===== src/rtl/core/bmpe_pkg.sv =====
// Package for the binomial mod prime engine: field widths, prime constants,
// build sequencer states and the builder request struct. No dependencies.
package bmpe_pkg;

    localparam int IDX_W = 20;
    localparam int RES_W = 30;

    // Prime modulus and Barrett reciprocal floor(2^60 / PRIME)
    localparam logic [RES_W-1:0] PRIME      = 30'd1000000007;
    localparam logic [30:0]      BARRETT_MU = 31'd1152921496;
    // Fermat exponent PRIME - 2 for the single inversion
    localparam logic [RES_W-1:0] PRIME_EXP  = 30'd1000000005;

    // Cycles from operands to registered result of one modular multiply
    localparam int MUL_LAT = 4;
    localparam int CNT_W   = $clog2(MUL_LAT);

    // Depth of the result queue, which also bounds beats in flight
    localparam int OUT_DEPTH = 16;
    localparam int OUT_PTR_W = $clog2(OUT_DEPTH);

    typedef enum logic [3:0] {
        BLD_FACT0,
        BLD_FACT_MUL,
        BLD_FACT_WAIT,
        BLD_POW_SQR,
        BLD_POW_SQR_WAIT,
        BLD_POW_MUL,
        BLD_POW_MUL_WAIT,
        BLD_INVF_TOP,
        BLD_INVF_MUL,
        BLD_INVF_WAIT,
        BLD_DONE
    } bld_state_t;

    typedef struct packed {
        logic             fact_we;
        logic             invf_we;
        logic [IDX_W-1:0] wr_addr;
        logic [RES_W-1:0] wr_data;
        logic [RES_W-1:0] mul_a;
        logic [RES_W-1:0] mul_b;
        logic             done;
    } bld_req_t;

endpackage


===== src/rtl/core/bmpe_mulmod.sv =====
// Four-stage modular multiplier a*b mod PRIME using Barrett reduction.
// Depends on bmpe_pkg.
module bmpe_mulmod
    import bmpe_pkg::*;
(
    input  logic             aclk,
    input  logic [RES_W-1:0] a,
    input  logic [RES_W-1:0] b,
    output logic [RES_W-1:0] y
);

    localparam logic [31:0] P1 = 32'(PRIME);
    localparam logic [31:0] P2 = 32'(PRIME) << 1;

    logic [59:0] prod_reg;
    logic [30:0] q3_reg;
    logic [31:0] xlo_reg;
    logic [31:0] r_reg;
    logic [RES_W-1:0] y_reg;

    logic [61:0] q2;
    logic [61:0] qp;
    logic [31:0] r_fix;

    // Estimate quotient, then form the low word of the remainder
    assign q2 = 62'(prod_reg[59:29]) * 62'(BARRETT_MU);
    assign qp = 62'(q3_reg) * 62'(PRIME);

    // Remainder is below three primes: correct with a single subtract of 2*PRIME or PRIME
    always_comb begin
        if (r_reg >= P2) begin
            r_fix = r_reg - P2;
        end else if (r_reg >= P1) begin
            r_fix = r_reg - P1;
        end else begin
            r_fix = r_reg;
        end
    end

    always_ff @(posedge aclk) begin
        prod_reg <= 60'(a) * 60'(b);
        q3_reg   <= q2[61:31];
        xlo_reg  <= prod_reg[31:0];
        r_reg    <= xlo_reg - qp[31:0];
        y_reg    <= r_fix[RES_W-1:0];
    end

    assign y = y_reg;

endmodule


===== config.mk =====
export PLATFORM = sky130hd
export DESIGN_NAME = bmpe_mulmod
export DESIGN_NICKNAME = d
export VERILOG_FILES = /design/src/rtl/core/bmpe_pkg.sv /design/src/rtl/core/bmpe_mulmod.sv
export SDC_FILE = /design/constraint.sdc
export NUM_CORES = 2
export LEC_CHECK = 0
export ABC_AREA = 0
export BUFFER_PORTS_ARGS = -buffer_cell sky130_fd_sc_hd__buf_4
export CAP_MARGIN = 20
export CELL_PAD_IN_SITES_DETAIL_PLACEMENT = 0
export CELL_PAD_IN_SITES_GLOBAL_PLACEMENT = 1
export CORE_ASPECT_RATIO = 0.7
export CORE_MARGIN = 2
export CORE_UTILIZATION = 45
export CTS_CLUSTER_DIAMETER = 30
export DETAILED_ROUTE_END_ITERATION = 10
export PLACE_DENSITY_LB_ADDON = 0.1
export SLEW_MARGIN = 20
export SYNTH_ARGS = -nofsm -noshare
export SYNTH_HDL_FRONTEND = slang
export SYNTH_SLANG_ARGS = --single-unit

===== constraint.sdc =====
create_clock -name aclk -period 10.2 [get_ports aclk]
set_input_delay 1.53 -clock aclk [delete_from_list [all_inputs] [get_ports aclk]]
set_output_delay 1.53 -clock aclk [all_outputs]
set_load 0.1 [all_outputs]

After elaboration in Yosys (flattened, before gate mapping)
Cells that the tools add are included.
{ "classes": {"add_sub_neg": 3, "mul": 3, "magnitude_cmp": 2, "muxes": 2} }
{ "ops": {"columns": ["cell", "count"], "rows": [
  ["30-bit by 30-bit multiplier with 60-bit output", 1],
  ["30-bit two-way mux", 2],
  ["30-bit subtractor, second input constant", 2],
  ["31-bit by 28-bit multiplier with 59-bit output, second input constant", 1],
  ["32-bit by 30-bit greater-or-equal comparator with 1-bit output, second input constant", 1],
  ["32-bit by 31-bit greater-or-equal comparator with 1-bit output, second input constant", 1],
  ["31-bit by 30-bit multiplier with 32-bit output, second input constant", 1],
  ["32-bit subtractor", 1]
]} }
{ "word_totals": {"ff_bits": 185, "input_bits": 61, "output_inout_bits": 30, "wordCells": 15} }

Depth between registers and ports, before layout
{ "logic_depth": {"word_depth": 3, "depth_mapped": 30, "ltp_nobuf": 28} }

Worst setup path before layout
OpenSTA, ideal clock, no wires.
{ "synth_timing": {"path_type": "input -> register", "from": "input port b[3]", "to": "register prod_reg[58]", "setup_ns": 0.072, "t_arrival_ns": 8.341, "t_required_ns": 10.128, "slack_ns": 1.786, "path_stages": 28, "path_buffers": 2, "cell_sequence": "clkbuf_1 > and2_1 > fa_1 > fa_1 > fa_1 > inv_1 > fa_1 > inv_1 > fa_1 > inv_1 > fa_1 > inv_1 > fa_1 > inv_1 > fa_1 > inv_1 > ha_1 > buf_2 > nand2_1 > o21ai_1 > a311oi_2 > a41o_2 > o31ai_4 > a211o_1 > a311o_1 > a221o_1 > a21oi_2 > xnor2_1"} }
{ "synth_via": {"elab_chain_len": 1} }
{ "synth_lines": {"columns": ["item", "line", "source"], "rows": [
  ["start: declaration", "bmpe_mulmod.sv:8", "input logic [RES_W-1:0] b,"],
  ["30-bit by 30-bit multiplier with 60-bit output", "bmpe_mulmod.sv:41", "prod_reg <= 60'(a) * 60'(b);"],
  ["end signal: assignment", "bmpe_mulmod.sv:41", null],
  ["end: declaration", "bmpe_mulmod.sv:15", "logic [59:0] prod_reg;"]
]} }
No other way between the ends.

Final worst setup path
{ "layout_timing": {"from": "input port a[11]", "to": "register prod_reg[59]"} }
{ "layout_via": {"elab_chain_len": 1} }
{ "layout_lines": {"columns": ["item", "line", "source"], "rows": [
  ["start: declaration", "bmpe_mulmod.sv:7", "input logic [RES_W-1:0] a,"],
  ["30-bit by 30-bit multiplier with 60-bit output", "bmpe_mulmod.sv:41", null]
]} }
No other way between the ends.

==> results by group <==
Run status
  – Outcome: completed

Timing
  – Tcrit/Tclk final: 0.883
  – Fin. max-slew vios: 0
  – F_max: 0.111 GHz
  – Final Setup Violations: 0
  – Total Neg Setup Slack: 0 ns
  – RSZ-0062 raised after global routing: no
  – Slew headroom: 0.301
  – Final min period: 9.01 ns
  – Endpoints failing hold: 0
  – Worst Tran Pin Value: 1.05 ns
  – Clock Skews: 0.0235 ns

Floorplanning
  – Die area: 127000 um^2
  – Die height: 299 um
  – Core area: 124000 um^2
  – Die W: 426 um
  – Starting Density: 0.453
  – # rows: 108
  – Ports: 91

Synthesis
  – Synth Register Bits: 185
  – Cells after synthesis: 5836
  – Synthesized area: 56000 um^2
  – Post-synth EDFFs: 0
  – Yosys cell types: 81
  – Yosys warning count: 0
  – Synth Net Count: 7941
  – Sequential share of the synthesized area: 0.0661
  – Avg Cell Area, Syn: 9.60 um^2
  – Top FF cell, synth: dfxtp_1
  – Async SR Flop Fraction: 0

CTS
  – Clock transition at the registers of the reported paths: 0.09 ns
  – Clk_lat worst skew: 0.48 ns
  – CTS tree: built
  – CTS sink count: 185
  – Post-CTS Hold Buffers: 0
  – H-tree Lvls: 4
  – Clock buffer depth: 2
  – Post-CTS Setup Bufs: 0
  – CTS root buf: clkbuf_16
  – Cts repair resizes: 0
  – Cts bufs inserted: 17

Global route
  – Total track usage: 0.256
  – Largest net degree at the start of global routing: 31
  – GRT overflow: 0
  – Vias in the first global route: 39786
  – Initial antenna violation count: 2
  – First-pass GRT wire length: 246 mm

Setup path
  – WP data arrival: 9.35 ns
  – Crit end category: flip-flop
  – Startpoint types: input port
  – Crit path kind: input port to flip-flop
  – Req. time, crit path: 10.54 ns
  – Crit path max fanout: 30

Cells and area
  – Layout cells sized above 1: 0.0310
  – Post-layout net count: 7869
  – Synth-to-Final Area Change: 4.95%
  – Max FFs per register: 60

Place
  – Placer Congestion: 0.857
  – I/O Buffers: 90
  – HPWL Detailed: 129 mm

Run
  – Max cap viols: 0

Min path
  – Min-Delay Path Class: flip-flop to flip-flop

Routing
  – WL final: 156 mm
  – Routed WL per cell: 21.0 um
  – DRC viols: 0
  – Via count: 37048
  – Vias per Instance: 4.99
  – Initial DRC count: 2439
  – Initial DRT Pass Iterations: 7
  – DRT antenna net count: 0
[routing by layer]
| layer | GRT usage | part of all wire | up-vias |
|---|---|---|---|
| li1 | - | - | 17137 |
| met3 | 0.0442 | 0.068 | 58 |
| met2 | 0.355 | 0.39 | 950 |
| met1 | 0.424 | 0.53 | 18903 |
| met4 | 0.0236 | 0.0063 | 0 |
| met5 | 0 | 0 | - |
[worst paths after layout]
path | slack (ns) | endpoint | from | cells after the start
max reg2reg | 2.19 | q3_reg[22] | prod_reg[41] | 20
max | 1.19 | prod_reg[59] | a[11] | 26
min reg2reg | 0.32 | xlo_reg[6] | prod_reg[6] | 0
min | 0.32 | xlo_reg[6] | prod_reg[6] | 0
[per-stage QoR]
step	instance area (um^2)	setup WS, ns	hold slack (ns)	utilization	cells
floorplan	56000	1.79	0.310	-	5836
global placement	58200	0.797	0.311	0.470	7394
detailed placement	58200	0.710	0.312	0.470	7394
CTS	58800	1.25	0.322	0.475	7426
global route	58800	0.919	0.325	0.475	7427
finish	58800	1.19	0.317	0.475	7430
[cells by family (layout without fill, tap and decap cells)]
| family | after synthesis | in the layout | share of synthesized area |
|---|---|---|---|
| flip-flops | 185 | 185 | 0.0661 |
| other | 0 | 3 | 0 |
| AO/OA/AOI/OAI | 419 | 419 | 0.0503 |
| adder cells (fa/ha/maj) | 2045 | 2045 | 0.625 |
| AND/OR/NAND/NOR | 1222 | 1222 | 0.111 |
| multiplexers | 4 | 4 | 0.000737 |
| XOR/XNOR | 172 | 172 | 0.0269 |
| buffers and inverters | 1789 | 1730 | 0.120 |
[synth_stat cells, types with 9 or more instances]
cell	number	area, um^2
a21oi_1	119	596
o211ai_1	9	67.6
o21ai_1	9	45.0
nor2_1	90	338
a31oi_1	21	131
nor3_1	22	110
nand2b_1	18	113
nand3_1	21	105
clkbuf_1	198	743
inv_1	1582	5940
o21a_1	18	135
ha_1	784	9810
and2_1	521	3260
xor2_1	46	403
a21o_1	58	435
nand2_1	474	1780
nand4_1	16	100
nor4_1	9	56.3
and3_1	19	119
a211oi_1	11	82.6
o21ai_0	68	340
xnor2_1	126	1100
dfxtp_1	185	3700
fa_1	1260	25200
o21bai_1	19	143
a211o_1	11	96.3
nor2b_1	14	87.6
[cells in the final DEF, fill, tap and decap left out, types with 19 or more instances in the layout]
master	Yosys	routed
dfxtp_1	185	185
o21bai_1	19	19
ha_1	784	784
a31oi_1	21	21
buf_4	0	115
xnor2_1	126	126
inv_1	1582	1582
nor2_1	90	90
and3_1	19	19
o21ai_0	68	68
nand3_1	21	21
xor2_1	46	46
nor3_1	22	22
a21oi_1	119	119
and2_1	521	521
fa_1	1260	1260
nand2_1	474	474
a21o_1	58	58
[cell type report]
class,count,area [um^2]
repair buffers,116,868
inverters,1582,5940
fillers,11969,65000
diodes,3,7.51
multi-input cells,3862,45600
well taps,1650,2060
clock buffers,17,425
flip-flops and latches,185,3700
clock inverters,15,194
[worst max-delay path, stage by stage]
cell      delay, ns
buf_4          0.39
and2_1         0.22
fa_1           0.45
fa_1           0.50
fa_1           0.52
inv_1          0.07
fa_1           0.50
inv_1          0.07
fa_1           0.52
inv_1          0.06
fa_1           0.53
inv_1          0.05
fa_1           0.48
inv_1          0.05
fa_1           0.48
inv_1          0.05
ha_1           0.43
nand3_1        0.13
or2_1          0.24
o31a_1         0.35
nor2_1         0.31
a31oi_2        0.24
o31a_2         0.46
a211oi_4       0.36
o21ai_1        0.15
xnor2_1        0.15
Power is left out: the tool's default activity adds up to more than one toggle a clock period on the data nets, which glitch-free logic cannot reach.
